File: config.mk
export PLATFORM = sky130hd
export DESIGN_NAME = ept_queue
export DESIGN_NICKNAME = d
export VERILOG_FILES = /design/src/rtl/core/ept_pkg.sv /design/src/rtl/core/ept_queue.sv
export SDC_FILE = /design/constraint.sdc
export NUM_CORES = 1
export LEC_CHECK = 0
export BUFFER_PORTS_ARGS = -buffer_cell sky130_fd_sc_hd__buf_4
export CORE_ASPECT_RATIO = 2
export CORE_UTILIZATION = 50
export CTS_CLUSTER_SIZE = 20
export DETAILED_ROUTE_END_ITERATION = 10
export GPL_ROUTABILITY_DRIVEN = 1
export PLACE_DENSITY = 0.76
export SLEW_MARGIN = 10
export SYNTH_ARGS = -nofsm -noshare
export SYNTH_HDL_FRONTEND = slang
export SYNTH_SLANG_ARGS = --single-unit
File: constraint.sdc
create_clock -name clk -period 5.5 [get_ports clk]
set_clock_uncertainty 0.2 [all_clocks]
set_input_delay 1.375 -clock clk [delete_from_list [all_inputs] [get_ports clk]]
set_output_delay 1.375 -clock clk [all_outputs]
set_load 0.02 [all_outputs]
File: src/rtl/core/ept_pkg.sv
// ----------------------------------------------------------------------------
// ept_pkg: shared types and constants of the encoder tracker
// Item record, configuration register indexes, sequencer states and the
// velocity saturation function.
// ----------------------------------------------------------------------------
package ept_pkg;

	localparam int READING_W     = 16;
	localparam int OFFSET_W      = 16;
	localparam int TABLE_AW      = 7;
	localparam int TABLE_ENTRIES = 128;
	localparam int FRAC_W        = 9;
	localparam int COUNT_W       = 18;
	localparam int ANGLE_W       = 16;
	localparam int TURN_W        = 16;
	localparam int POS_W         = 32;
	localparam int DELTA_W       = 33;
	localparam int PROD_W        = 50;
	localparam int EVEL_W        = 58;
	localparam int VEL_W         = 32;
	localparam int PP_W          = 7;
	localparam int CFG_AW        = 3;
	localparam int CFG_DW        = 32;
	localparam int QUEUE_DEPTH   = 2;
	localparam int QUEUE_AW      = 1;
	localparam int QUEUE_CW      = 2;
	localparam logic [CFG_DW-1:0] INV_TIME_RESET = 32'h0001_0000;

	typedef enum logic {
		KIND_SAMPLE      = 1'b0,
		KIND_TABLE_WRITE = 1'b1
	} kind_t;

	typedef enum logic [CFG_AW-1:0] {
		CFG_MECH_ZERO  = 3'd0,
		CFG_ELEC_ZERO  = 3'd1,
		CFG_POLE_PAIRS = 3'd2,
		CFG_DEADBAND   = 3'd3,
		CFG_INV_TIME   = 3'd4
	} cfg_reg_t;

	typedef enum logic [2:0] {
		BK_IDLE,
		BK_TURN,
		BK_DELTA,
		BK_MUL,
		BK_SUM,
		BK_DONE
	} back_state_t;

	typedef struct packed {
		kind_t                 kind;
		logic                  poll;
		logic [READING_W-1:0]  reading;
		logic [OFFSET_W-1:0]   offset;
	} work_t;

	function automatic logic [VEL_W-1:0] sat_vel(input logic signed [EVEL_W-1:0] x);
		logic [VEL_W-1:0] r;
		if (x > 58'sd2147483647) begin
			r = 32'h7FFF_FFFF;
		end else if (x < -58'sd2147483648) begin
			r = 32'h8000_0000;
		end else begin
			r = x[VEL_W-1:0];
		end
		return r;
	endfunction

endpackage

File: src/rtl/core/ept_queue.sv
// ----------------------------------------------------------------------------
// ept_queue: work queue between intake and tracker
// Two-entry FIFO of classified items.
// ----------------------------------------------------------------------------
module ept_queue (
	input  logic           clk,
	input  logic           arst_n,
	input  logic           push,
	input  ept_pkg::work_t item_in,
	output logic           full,
	input  logic           pop,
	output ept_pkg::work_t item_out,
	output logic           empty
);

	ept_pkg::work_t                mem_q [ept_pkg::QUEUE_DEPTH];
	logic [ept_pkg::QUEUE_AW-1:0]  wptr_q;
	logic [ept_pkg::QUEUE_AW-1:0]  rptr_q;
	logic [ept_pkg::QUEUE_CW-1:0]  count_q;
	logic                          do_push;
	logic                          do_pop;

	assign full     = count_q == ept_pkg::QUEUE_CW'(ept_pkg::QUEUE_DEPTH);
	assign empty    = count_q == '0;
	assign do_push  = push && !full;
	assign do_pop   = pop && !empty;
	assign item_out = mem_q[rptr_q];

	always_ff @(posedge clk or negedge arst_n) begin
		if (!arst_n) begin
			wptr_q  <= '0;
			rptr_q  <= '0;
			count_q <= '0;
		end else begin
			if (do_push) begin
				wptr_q <= wptr_q + 1'b1;
			end
			if (do_pop) begin
				rptr_q <= rptr_q + 1'b1;
			end
			if (do_push && !do_pop) begin
				count_q <= count_q + 1'b1;
			end else if (do_pop && !do_push) begin
				count_q <= count_q - 1'b1;
			end
		end
	end

	always_ff @(posedge clk) begin
		if (do_push) begin
			mem_q[wptr_q] <= item_in;
		end
	end

endmodule

Yosys cells after proc, flatten, opt, wreduce, memory -nomap -nowiden --
Memory sizes are Yosys's and may differ from the RTL's. Index checks and enable logic that the tools add are counted.
Word-level totals: bits in writable memories 68, memories 1, output and inout port bits 36, register bits after elaboration 4, logic and storage cells 23, bits of input ports 38
Memories:
- mem_q | depth 2, width 34, read ports 1, clocked after Yosys merged registers in 0, wr ports 1, RTL line ept_queue.sv:16 | ept_pkg::work_t mem_q [ept_pkg::QUEUE_DEPTH];
Cells by class: add/subtract/negate cells 4, equal/unequal tests 1, reduce and logical (&&, ||, !) cells 10, muxes and demuxes 4
Operators with widths (count):
- $logic_and A1 B1 Y1 | 4
- $logic_not A1 Y1 | 4
- $mux W2 | 2
- $add A1 B1 Y1 const B | 2
- $add A2 B1 Y2 const B | 1
- $eq A2 B2 Y1 const B | 1
- $logic_not A2 Y1 | 1
- $mux W1 | 2
- $reduce_bool A2 Y1 | 1
- $sub A2 B1 Y2 const B | 1

Logic depth before layout (Yosys ltp) --
word-level depth 7, depth in mapped cells 7, mapped depth without buffers 7

Worst setup path after synthesis --
Ideal clock, no wire load.
path kind input -> register, start point input push, end point memory mem_q[0][0] (netlist bit), enable pin, required time 4875 ps, cell stages on the path 2, buffers on the path 0, arrival time 2901 ps, setup slack 1974 ps, setup time 425 ps, path through nand2_1 nor2_1
On the way: longest elaborated chain between the ends 3
Ends and longest elaborated chain:
- start: declaration | RTL line ept_queue.sv:8 | input logic push,
- $logic_and A1 B1 Y1 | RTL line ept_queue.sv:25 | assign do_push = push && !full;
- $mux W1 | RTL line ept_queue.sv:50 | if (do_push) begin
- $mux W1 (not written as such) | RTL line ept_queue.sv:51 | mem_q[wptr_q] <= item_in;
- end: declaration | RTL line ept_queue.sv:16
No other way between the ends.

==> out/qor.csv <==
stage,metric,value,unit
run_status,status,finished clean,
pwr,seqPwrFrac,42.1,%
layout,num-fill-cells,387,
min_path,hold_start,count_q[1],
critical_path,crit_family,flip-flops,
detailed_routing,wl_met3,276,um
cts,cts-resized-gates,0,
detailed_routing,ant_nets,0,
layout,final_nets,245,
place,dp_cells,255,
pwr,power.density,570,nW/um^2
synth,ys_top_cells_by_count,"edfxtp_1, mux2_4, mux2_2, dfrtp_1",
global_route,antenna_found_initial,0,
cts,worstSkewPairLatency,330,ps
layout,antennaDiodeCount,0,
floorplan,initial_core_util,51.7,%
detailed_routing,drt-met1-wl,1670,um
global_route,gr-total-overflow,0,
detailed_routing,wl_met2,2850,um
cts,clock_sinks,72,
timing,min_period,3570,ps
cts,clock-root-buffer,clkbuf_8,
synth,synth_warnings,0,
critical_path,path_class,flop to output pin,
critical_path,worst-endpoint-required,3920,ps
layout,ff_latch_area,2140,um^2
synth,synth_top_area_share,72.9,%
timing,rsz0062_at_grt,false,
timing,setup_violations,0,
layout,fin_cells,271,
detailed_routing,vias,1375,
pwr,ir_drop,0.468,mV
synth,synth_mux_area_share,17.6,%
floorplan,io_pins,74,
cts,cts_tree,built,
layout,syn2layout_area_growth,28.6,%
pwr,switching_share,30.6,%
timing,hold_viol,0,
synth,ys_seq_area_share,76.5,%
critical_path,crit_path_max_incr_delay,1060,ps
synth,synth.distinct_cells,15,
detailed_routing,maxUsedRoutingLayer,met4,
min_path,hold_path_class,flop to flop,
cts,postCtsSetupBuffers,0,
cts,cts_hold_buf,0,
timing,fin_crit_sh,65.0,%
pwr,cellLeakagePower,1.46,nW
min_path,whs_path_depth,1,
synth,async_reset_ff_share,5.56,%
cts,numCtsBuffers,9,
pwr,p_sw,0.000629,W
synth,syn_inst,125,
critical_path,cpMaxStageDelayCell,dfrtp_2,
synth,avgSynthCellArea,22.4,um^2
timing,slew_violations,0,
critical_path,start_kind,flop,
synth,ys.flop_type,edfxtp_1,
detailed_routing,first_iter_violations,35,
floorplan,row_count,38,
floorplan,die-width,54.9,um
layout,drive_gt1_share,58.8,%
critical_path,worst_ep_arrival_time,2000,ps
run,cap_violations,0,
pwr,power_frac_clock,23.4,%
detailed_routing,routed_via_density,5.07,
detailed_routing,dr.pass1.iters,4,
critical_path,r2r_cells,3,
global_route,grt_pass1_wl,7040,um
pwr,comb_power_share,34.5,%
floorplan,core-area,5420,um^2
global_route,grt_max_degree,36,
synth,synth_edf_count,68,
critical_path,reg2reg_from,count_q[0],
timing,finalSetupTns,0,ps
layout,multi_input_area,588,um^2
synth,synth_top_family_by_area,multiplexers,
synth,yosys.area.top_type,edfxtp_1,
cts,clock_path_buffers,2,
critical_path,r2r_setup_slack,3340,ps
critical_path,path_buf_inv,1,
place,hpwl,3340,um
pwr,intPower,0.00143,W
cts,htree_levels,3,
synth,synthAdderAreaFrac,0.447,%
synth,yosysMostFrequentCell,edfxtp_1,
synth,synthTopCellsByArea,"edfxtp_1, mux2_4, dfrtp_1",
timing,clock.fmax,280,MHz
critical_path,r2r_end,mem_q[1][22],
synth,ys_ff_latch,72,
synth,synth_fp_nets,164,
synth,synth-xor-area-share,1.56,%
cts,clk_pin_slew,70,ps
synth,synth_compound_area_share,0.179,%
critical_path,cp_max_fo,35,
timing,holdWs,337,ps
detailed_routing,wirelength,4850,um
min_path,min_to,count_q[1],
critical_path,cp-end-kind,output pin,
critical_path,path_cells,"mux2_2, buf_4",
floorplan,die-area,5920,um^2
place,port_buffers,73,
critical_path,critPathLaunch,rptr_q,
synth,synth_simple_gate_area_share,0.983,%
timing,relSlewSlack,29.7,%
detailed_routing,drc_errors,0,
timing,worst_slew_pin_slew,1050,ps
place,gp_congestion,0.705,
global_route,grt_use_total,18.0,%
layout,post-route-util,66.5,%
floorplan,die_h,108,um
global_route,grt_pass1_vias,1454,
detailed_routing,avgRoutedWirePerCell,17.9,um
synth,synth_area,2800,um^2
==> worst register-to-register path: cells and delay by family (launching register included) <==
kind                   cells  cell delay (ps)
DFF                        1              450
and+or+nand+nor            2              740
buffers and inverters      1              430
==> metal layers <==
| metal | vias up | global-route usage (%) |
|---|---|---|
| met5 | - | 0 |
| met4 | 0 | 9.11 |
| met3 | 4 | 5.08 |
| met2 | 54 | 31.3 |
| met1 | 673 | 18.1 |
| li1 | 644 | - |
==> worst max path at each step <==
stage | endpoint | slack, ps | depth (start not counted)
after floorplan | mem_q[0][0] | 1970 | 2
after global placement | item_out[18] | 2330 | 2
after detailed placement | item_out[16] | 2260 | 2
after CTS | item_out[16] | 1890 | 2
after global routing | item_out[12] | 1840 | 2
final | item_out[16] | 1930 | 2
==> sequential cells by signal (all words and copies together), names as in the netlist <==
name     count
rptr_q       1
count_q      2
wptr_q       1
mem_q       68
==> power by group through the flow <==
| stage | Sequential [W] | Combinational (W) | Clock, W |
|---|---|---|---|
| 6_report | 0.000865 | 0.000708 | 0.000482 |
| 5_1_grt | 0.000880 | 0.000749 | 0.000510 |
| 4_1_cts | 0.000869 | 0.000718 | 0.000489 |
| 3_5_place_dp | 0.000881 | 0.000716 | 0 |
| 3_3_place_gp | 0.000863 | 0.000696 | 0 |
| 2_1_floorplan | 0.000797 | 0.000565 | 0 |
==> cell families (layout without fill, tap and decap cells) <==
group	count (synthesis)	after routing
AOI/OAI and AO/OA	1	1
xor gates and xnor gates	5	5
buffers and inverters	6	92
adders and majority gates	1	1
and+or+nand+nor	6	6
DFF	72	72
muxes	34	34
==> through the flow <==
| step | power [W] | instance area, um^2 | worst slack (ps) |
|---|---|---|---|
| final | 0.00206 | 3600 | 1930 |
| after global placement | 0.00156 | 3370 | 2330 |
| after global routing | 0.00214 | 3600 | 1840 |
| after detailed placement | 0.00160 | 3370 | 2260 |
| after floorplan | 0.00136 | 2800 | 1970 |
| after CTS | 0.00208 | 3600 | 1890 |
==> layout by cell type, fill, tap and decap left out <==
cell type | synthesis | routed
and3_1 | 1 | 1
buf_4 | 0 | 74
bufinv_16 | 0 | 3
clkbuf_8 | 0 | 9
clkinv_1 | 0 | 2
clkinv_2 | 0 | 1
clkinvlp_4 | 0 | 1
dfrtp_1 | 4 | 3
dfrtp_2 | 0 | 1
edfxtp_1 | 68 | 68
ha_1 | 1 | 1
inv_1 | 2 | 2
mux2_2 | 5 | 5
mux2_4 | 29 | 29
nand2_1 | 1 | 1
nand2b_1 | 1 | 1
nor2_1 | 3 | 2
nor2_4 | 0 | 1
o21ai_1 | 1 | 1
xnor2_1 | 3 | 3
xor2_1 | 2 | 2
==> area by class of cell <==
type,count,share of cell area [%]
flip-flops and latches,72,59.5
multi-input cells,47,16.3
repair buffers,74,15.4
clock buffers,9,3.44
clock inverters,7,3.06
well taps,60,2.08
inverters,2,0.208
Note: power is estimated with default switching activity, not from simulation.
