--- src/rtl/core/ept_pkg.sv ---
// ----------------------------------------------------------------------------
// ept_pkg: shared types and constants of the encoder tracker
// Item record, configuration register indexes, sequencer states and the
// velocity saturation function.
// ----------------------------------------------------------------------------
package ept_pkg;

	localparam int READING_W     = 16;
	localparam int OFFSET_W      = 16;
	localparam int TABLE_AW      = 7;
	localparam int TABLE_ENTRIES = 128;
	localparam int FRAC_W        = 9;
	localparam int COUNT_W       = 18;
	localparam int ANGLE_W       = 16;
	localparam int TURN_W        = 16;
	localparam int POS_W         = 32;
	localparam int DELTA_W       = 33;
	localparam int PROD_W        = 50;
	localparam int EVEL_W        = 58;
	localparam int VEL_W         = 32;
	localparam int PP_W          = 7;
	localparam int CFG_AW        = 3;
	localparam int CFG_DW        = 32;
	localparam int QUEUE_DEPTH   = 2;
	localparam int QUEUE_AW      = 1;
	localparam int QUEUE_CW      = 2;
	localparam logic [CFG_DW-1:0] INV_TIME_RESET = 32'h0001_0000;

	typedef enum logic {
		KIND_SAMPLE      = 1'b0,
		KIND_TABLE_WRITE = 1'b1
	} kind_t;

	typedef enum logic [CFG_AW-1:0] {
		CFG_MECH_ZERO  = 3'd0,
		CFG_ELEC_ZERO  = 3'd1,
		CFG_POLE_PAIRS = 3'd2,
		CFG_DEADBAND   = 3'd3,
		CFG_INV_TIME   = 3'd4
	} cfg_reg_t;

	typedef enum logic [2:0] {
		BK_IDLE,
		BK_TURN,
		BK_DELTA,
		BK_MUL,
		BK_SUM,
		BK_DONE
	} back_state_t;

	typedef struct packed {
		kind_t                 kind;
		logic                  poll;
		logic [READING_W-1:0]  reading;
		logic [OFFSET_W-1:0]   offset;
	} work_t;

	function automatic logic [VEL_W-1:0] sat_vel(input logic signed [EVEL_W-1:0] x);
		logic [VEL_W-1:0] r;
		if (x > 58'sd2147483647) begin
			r = 32'h7FFF_FFFF;
		end else if (x < -58'sd2147483648) begin
			r = 32'h8000_0000;
		end else begin
			r = x[VEL_W-1:0];
		end
		return r;
	endfunction

endpackage

--- src/rtl/core/ept_ram.sv ---
// ----------------------------------------------------------------------------
// ept_ram: generic single-port-write RAM
// One write port, one read port with registered read data.
// ----------------------------------------------------------------------------
module ept_ram #(
	parameter int WIDTH = 16,
	parameter int DEPTH = 128
) (
	input  logic                     clk,
	input  logic                     we,
	input  logic [$clog2(DEPTH)-1:0] waddr,
	input  logic [WIDTH-1:0]         wdata,
	input  logic                     re,
	input  logic [$clog2(DEPTH)-1:0] raddr,
	output logic [WIDTH-1:0]         rdata
);

	logic [WIDTH-1:0] mem_q [DEPTH];

	always_ff @(posedge clk) begin
		if (we) begin
			mem_q[waddr] <= wdata;
		end
		if (re) begin
			rdata <= mem_q[raddr];
		end
	end

endmodule

--- src/rtl/core/ept_front.sv ---
// ----------------------------------------------------------------------------
// ept_front: intake and linearization
// Accepts items, writes the offset table, reads both neighbor entries and
// interpolates the offset before handing the item to the work queue.
// ----------------------------------------------------------------------------
module ept_front (
	input  logic                                clk,
	input  logic                                arst_n,
	input  logic                                push,
	output logic                                full,
	input  logic                                func,
	input  logic                                poll_sensor,
	input  logic [ept_pkg::READING_W-1:0]       sensor_reading,
	input  logic [ept_pkg::TABLE_AW-1:0]        table_index,
	input  logic signed [ept_pkg::OFFSET_W-1:0] table_value,
	output logic                                q_push,
	input  logic                                q_full,
	output ept_pkg::work_t                      q_item
);

	logic                                accept;
	logic [ept_pkg::TABLE_AW-1:0]        seg;
	logic [ept_pkg::TABLE_AW-1:0]        seg_next;
	logic [ept_pkg::TABLE_ENTRIES-1:0]   tvalid_q;
	logic [ept_pkg::OFFSET_W-1:0]        rd_lo;
	logic [ept_pkg::OFFSET_W-1:0]        rd_hi;
	logic                                valid_s1;
	logic                                func_s1;
	logic                                poll_s1;
	logic [ept_pkg::READING_W-1:0]       reading_s1;
	logic                                lo_ok_s1;
	logic                                hi_ok_s1;
	logic signed [ept_pkg::OFFSET_W-1:0] lo_v;
	logic signed [ept_pkg::OFFSET_W-1:0] hi_v;
	logic signed [16:0]                  diff;
	logic signed [26:0]                  prod;
	logic signed [26:0]                  step;
	logic [ept_pkg::OFFSET_W-1:0]        offset;

	assign full     = valid_s1 && q_full;
	assign accept   = push && !full;
	assign seg      = sensor_reading[ept_pkg::READING_W-1:ept_pkg::FRAC_W];
	assign seg_next = seg + 1'b1;

	ept_ram #(
		.WIDTH(ept_pkg::OFFSET_W),
		.DEPTH(ept_pkg::TABLE_ENTRIES)
	) u_ram_lo (
		.clk  (clk),
		.we   (accept && func),
		.waddr(table_index),
		.wdata(table_value),
		.re   (accept && !func),
		.raddr(seg),
		.rdata(rd_lo)
	);

	ept_ram #(
		.WIDTH(ept_pkg::OFFSET_W),
		.DEPTH(ept_pkg::TABLE_ENTRIES)
	) u_ram_hi (
		.clk  (clk),
		.we   (accept && func),
		.waddr(table_index),
		.wdata(table_value),
		.re   (accept && !func),
		.raddr(seg_next),
		.rdata(rd_hi)
	);

	always_ff @(posedge clk or negedge arst_n) begin
		if (!arst_n) begin
			tvalid_q <= '0;
			valid_s1 <= 1'b0;
		end else begin
			if (accept && func) begin
				tvalid_q[table_index] <= 1'b1;
			end
			if (accept) begin
				valid_s1 <= 1'b1;
			end else if (q_push) begin
				valid_s1 <= 1'b0;
			end
		end
	end

	always_ff @(posedge clk) begin
		if (accept) begin
			func_s1    <= func;
			poll_s1    <= poll_sensor;
			reading_s1 <= sensor_reading;
			lo_ok_s1   <= tvalid_q[seg];
			hi_ok_s1   <= tvalid_q[seg_next];
		end
	end

	// unwritten entries read as zero
	assign lo_v   = lo_ok_s1 ? $signed(rd_lo) : '0;
	assign hi_v   = hi_ok_s1 ? $signed(rd_hi) : '0;
	assign diff   = 17'(hi_v) - 17'(lo_v);
	assign prod   = 27'(diff) * 27'($signed({1'b0, reading_s1[ept_pkg::FRAC_W-1:0]}));
	assign step   = prod >>> ept_pkg::FRAC_W;
	assign offset = lo_v + step[ept_pkg::OFFSET_W-1:0];

	assign q_push         = valid_s1 && !q_full;
	assign q_item.kind    = ept_pkg::kind_t'(func_s1);
	assign q_item.poll    = poll_s1;
	assign q_item.reading = reading_s1;
	assign q_item.offset  = offset;

endmodule

--- config.mk ---
export PLATFORM = sky130hd
export DESIGN_NAME = ept_front
export DESIGN_NICKNAME = d
export VERILOG_FILES = /design/src/rtl/core/ept_pkg.sv /design/src/rtl/core/ept_ram.sv /design/src/rtl/core/ept_front.sv
export SDC_FILE = /design/constraint.sdc
export NUM_CORES = 2
export LEC_CHECK = 0
export BUFFER_PORTS_ARGS = -buffer_cell sky130_fd_sc_hd__buf_2
export CORE_ASPECT_RATIO = 0.9
export CORE_MARGIN = 4
export CORE_UTILIZATION = 35
export DETAILED_ROUTE_END_ITERATION = 16
export HOLD_SLACK_MARGIN = 0.08
export PLACE_DENSITY = 0.52
export SETUP_SLACK_MARGIN = 0.2
export SYNTH_ARGS = -nofsm -noshare
export SYNTH_HDL_FRONTEND = slang
export SYNTH_SLANG_ARGS = --single-unit
--- constraint.sdc ---
create_clock -name clk -period 11.8 [get_ports clk]
set_input_delay 0.59 -clock clk [delete_from_list [all_inputs] [get_ports clk]]
set_output_delay 0.59 -clock clk [all_outputs]
set_load 0.005 [all_outputs]
; Yosys cells after proc, flatten, opt, wreduce, memory -nomap -nowiden
; Memory sizes are Yosys's and may differ from the RTL's. A register that Yosys moved wholly into a read port is not among the register bits.
; Cells that the tools add are included.
[word_totals]
ff_bits = 149
mem_bits_rw = 4096
mem_count = 2
[classes]
n_addsub = 3
mul = 1
order_cmp = 4
n_mux = 12
bitwise = 1
reduce_logical = 10
[mem_list]
columns = memory, depth, word_bits, read_ports, rd_ports_with_merged_regs, wr, line_no
row1 = u_ram_hi.mem_q, 128, 16, 1, 1, 1, ept_ram.sv:18  ; logic [WIDTH-1:0] mem_q [DEPTH];
row2 = u_ram_lo.mem_q, 128, 16, 1, 1, 1, ept_ram.sv:18
[op_table]
columns = operator, n
row1 = $or 128x128->128, 1
row2 = $mux 16, 2
row3 = $mul 17x10->25, 1
row4 = $lt 7x8->1 const B, 3
row5 = $sub 16x16->17, 1
row6 = $add 16x16->16, 1
row7 = $bmux 1 s7, 2
row8 = $add 7x1->7 const B, 1
row9 = $demux 1 s7, 1
row10 = $ge 7x1->1 const B, 1
row11 = $mux 1, 7
row12 = $logic_and 1x1->1, 6
row13 = $logic_not 1->1, 3
row14 = $reduce_bool 2->1, 1

; Longest topological paths before layout
[depth]
depth_word = 6
depth_mapped = 38
mapped_depth_nobuf = 37

; Cells and area by module
; Synthesis repeated with hierarchy kept, for this count alone.
[unflattened]
cells_unflattened = 7525
hier_area_um2 = 171433.2
[by_module_without_submodules]
columns = mod, n_inst, cells_each, area_each_um2
row1 = ept_ram, 2, 3086, 78683.0
row2 = ept_front, 1, 1353, 14067.2

; Worst setup path after synthesis
; OpenSTA, ideal clock, no wires.
[synth_timing]
path_kind = register -> output
startpoint = register hi_ok_s1
endpoint = output q_item[15] (netlist bit)
arrival_time_ps = 8741
required_ps = 11210
slack_ps = 2469
stages_incl_launch_ff = 37
path_buffers = 1
cell_sequence = edfxtp_1 -> clkbuf_1 -> nand2_1 -> ha_1 -> inv_1 -> fa_1 -> a211oi_1 -> o21ai_0 -> a21oi_1 -> o211ai_1 -> o311a_1 -> nor2_1 -> xnor2_1 -> nand2_1 -> fa_1 -> inv_1 -> fa_1 -> fa_1 -> fa_1 -> inv_1 -> fa_1 -> inv_1 -> ha_1 -> a21o_1 -> or3_1 -> o31ai_1 -> o21ai_0 -> o21a_1 -> nor2_1 -> xnor2_1 -> ha_1 -> or3_1 -> o31ai_1 -> mux2i_1 -> a211oi_1 -> xnor2_1 -> xnor2_1
[synth_rtl]
columns = item, line_no
row1 = start: declaration, ept_front.sv:32  ; logic hi_ok_s1;
row2 = start signal: assignment, ept_front.sv:93  ; hi_ok_s1 <= tvalid_q[seg_next];
row3 = end: declaration, ept_front.sv:18  ; output ept_pkg::work_t q_item

==> metrics.txt <==
clk slew on worst S/H paths 0.06 ns; number of enable flip-flop cells after synthesis 2,100; first-pass GRT wire length 473,000 um; RSZ-0062 raised after global routing no; Setup CP Type reg -> out; Synth cell types 51; DP HPWL 206,000 um; CTS tree built; crit path launch type register; Yosys warning count 0; clk_skew 0.0650 ns; share of cells above drive strength 1 0.431; IO buf count 80; area of the mapped netlist 108,000 um2; Worst R2R Start valid_s1; Power Total 26.5 mW; Worst Path Arrival 10.40 ns; Critical Path Max Stage Delay 0.87 ns; Clock Power Share 0.284; Clock Tree Buf Depth 4; Layout area overhead 13.2%; f_max 0.0910 GHz; run status finished, final reports clean; Pre-Repair DR Iteration Count 5; remaining antenna violation count after routing 0; drt total wl 339,000 um; Sw Ratio 0.343; Max stage delay cell, worst path xnor2_1; maxcap violations 0; CTS buffer count 239; # IOs 81; DR vias 57.8k; Reg2Reg Setup Slack 8.26 ns; placeable core area 308,000 um2; PwrDens 215 nW/um2; crit share post-route 0.931; hold path endpoint u_ram_lo.mem_q[22][0]; largest net degree at the start of global routing 114; nets@finish 5,567; cells on worst reg2reg path 5; H-tree levels 4; sequential share of power 0.331; ys async rst share 0.0579; Avg Cell Area, Syn 21.2 um2; syn_nets 5,374; hold slack 0.142 ns; number of global-route vias before repair 58.6k; Internal Pwr Total 17.4 mW; VDD IR-drop max 0.653 mV; antenna violations before repair 52; hold path depth 1; DRT iter0 DRCs 7,284; GRT Overall Usage 0.210; P_sw 9.07 mW; HP Start table_value[0]; Rows 193; worst hold path type in -> reg; drt via density 6.01; Die X 595 um; Crit path required time 11.21 ns; post-route setup TNS 0 ns; final core occ 0.399; DR WL/cell 35.3 um; die area 319,000 um2; CTS root buffer clkbuf_16; synthesized flop and latch total 2,229; Main synth FF type edfxtp_1; Slew Viols, Final 0; Synth Instances 5,121; DR DRC count 0; Leakage 39.9 nW; Hold Violations, Final 0; Critical Path End Type output port; Setup violations, final 0; worst slew pin tran 1.14 ns; r2r endpoint u_ram_lo.mem_q[65][10]; DIE HEIGHT 536 um; Clock Latency Late Sink 0.93 ns; post-route minimum period 10.99 ns; worst-path fanout max 15; Seq/Total Area, Yosys 0.611; clk sinks 2,229; starting density of the core 0.352; gp weighted congestion 0.806; Comb pwr share 0.386; Remaining Overflow, GRT 0; Max-slew headroom 0.237
layer usage:
layer  track usage  up-vias  part of all wire
met5             0        -           0.00030
met4        0.0617       14             0.031
met3        0.0369      493             0.079
met2         0.333     2645              0.47
met1         0.300    32400              0.42
li1              -    22300                 -
area by class of cell:
cell class                 count  area, um2
clock buffer                 315       6560
inverter                     165        619
clock inverter               124       1230
tap                         4095       5120
sequential                  2229      66300
multi-input combinational   2375      40500
antenna                        9       22.5
timing repair buffer         304       2370
fill                       26900     185000
per-stage QoR:
stage / cells / setup slack (ns) / cell area [um2]
after global placement: 9147 / 1.09 / 115000
after detailed placement: 9147 / 1.02 / 115000
after CTS: 9604 / 0.236 / 123000
final: 9616 / 0.814 / 123000
after floorplan: 5121 / 2.47 / 108000
after global routing: 9610 / 0.179 / 123000
placed cells by master (no fill, tap or decap), types with 9 or more instances in the layout:
cell,instances
buf_12,13
nor2b_1,16
mux4_2,1428
clkbuf_16,240
nand2_1,110
or3_1,10
clkbuf_8,27
a21oi_1,23
ha_1,84
buf_2,58
nor3_1,12
inv_1,165
nor2_2,116
o21ai_0,13
fa_1,123
clkinv_2,32
clkinv_1,39
clkbuf_1,48
diode_2,9
xnor2_1,34
and2_1,87
nor2_4,12
and3_1,11
a21o_1,10
nand3_1,15
edfxtp_1,2100
or2_2,128
clkinvlp_4,14
nor2_1,26
dlygate4sd3_1,17
dfrtp_1,129
mux2_2,34
buf_4,212
bufinv_16,16
critical path: cells and delay by family (launching register included):
family / cells / cell delay [ns]
fa+ha+maj: 8 / 3.37
compound gates: 12 / 2.51
xor+xnor: 4 / 1.39
simple gates: 7 / 0.98
buf+inv: 7 / 0.60
flops: 1 / 0.39
mux: 1 / 0.26
power groups by stage:
stage / Sequential [mW] / Clock (mW) / Combinational (mW)
2_1_floorplan: 8.89 / 0 / 6.55
3_3_place_gp: 8.91 / 0 / 10.2
3_5_place_dp: 8.91 / 0 / 10.2
4_1_cts: 8.74 / 7.66 / 10.3
5_1_grt: 8.74 / 8.00 / 11.2
6_report: 8.74 / 7.50 / 10.2
cells by family (layout without fill, tap and decap cells):
group	after synthesis	in the layout	share of synthesized area
other cells	0	9	0
fa+ha+maj	208	208	0.0325
xor+xnor	52	52	0.00433
mux	1463	1463	0.300
buf+inv	517	908	0.0198
simple gates	569	569	0.0267
flops	2229	2229	0.611
compound gates	83	83	0.00504
state kept, by name (all words and copies together), names as in the netlist:
register and flops:
func_s1 1, hi_ok_s1 1, valid_s1 1, poll_s1 1, lo_ok_s1 1, reading_s1 16
tvalid_q 128, u_ram_hi.mem_q 16, u_ram_lo.rdata 16, u_ram_lo.mem_q 2032, u_ram_hi.rdata 16
Yosys cell counts, types with 24 or more instances:
cell,count,area share
buf_1,24,0.00083
mux4_2,1428,0.30
and2_1,88,0.0051
nor2_1,154,0.0053
clkbuf_1,206,0.0071
edfxtp_1,2100,0.58
nand2_1,110,0.0038
buf_2,104,0.0048
fa_1,123,0.023
ha_1,85,0.0098
or2_2,128,0.0074
a21oi_1,24,0.0011
inv_1,165,0.0057
dfrtp_1,129,0.030
xnor2_1,39,0.0032
mux2_2,34,0.0035
worst max path at each step:
stage,startpoint,end,slack (ns),cells after the start
floorplan,hi_ok_s1,q_item[15],2.47,36
CTS,hi_ok_s1,q_item[15],0.24,37
global route,hi_ok_s1,q_item[15],0.18,37
detailed placement,lo_ok_s1,q_item[15],1.02,37
finish,lo_ok_s1,q_item[15],0.81,39
global placement,lo_ok_s1,q_item[15],1.09,37
what timing repair did:
item / 4_1_cts / 5_1_grt
pin swaps: 0 / 1
gates cloned: 0 / 0
resized for setup: 0 / 8
hold endpoints to repair: 90 / 0
hold buffers: 17 / 0
setup buffers: 1 / 3
setup endpoints to repair: 1 / 2
Note: power is estimated with default switching activity, not from simulation.
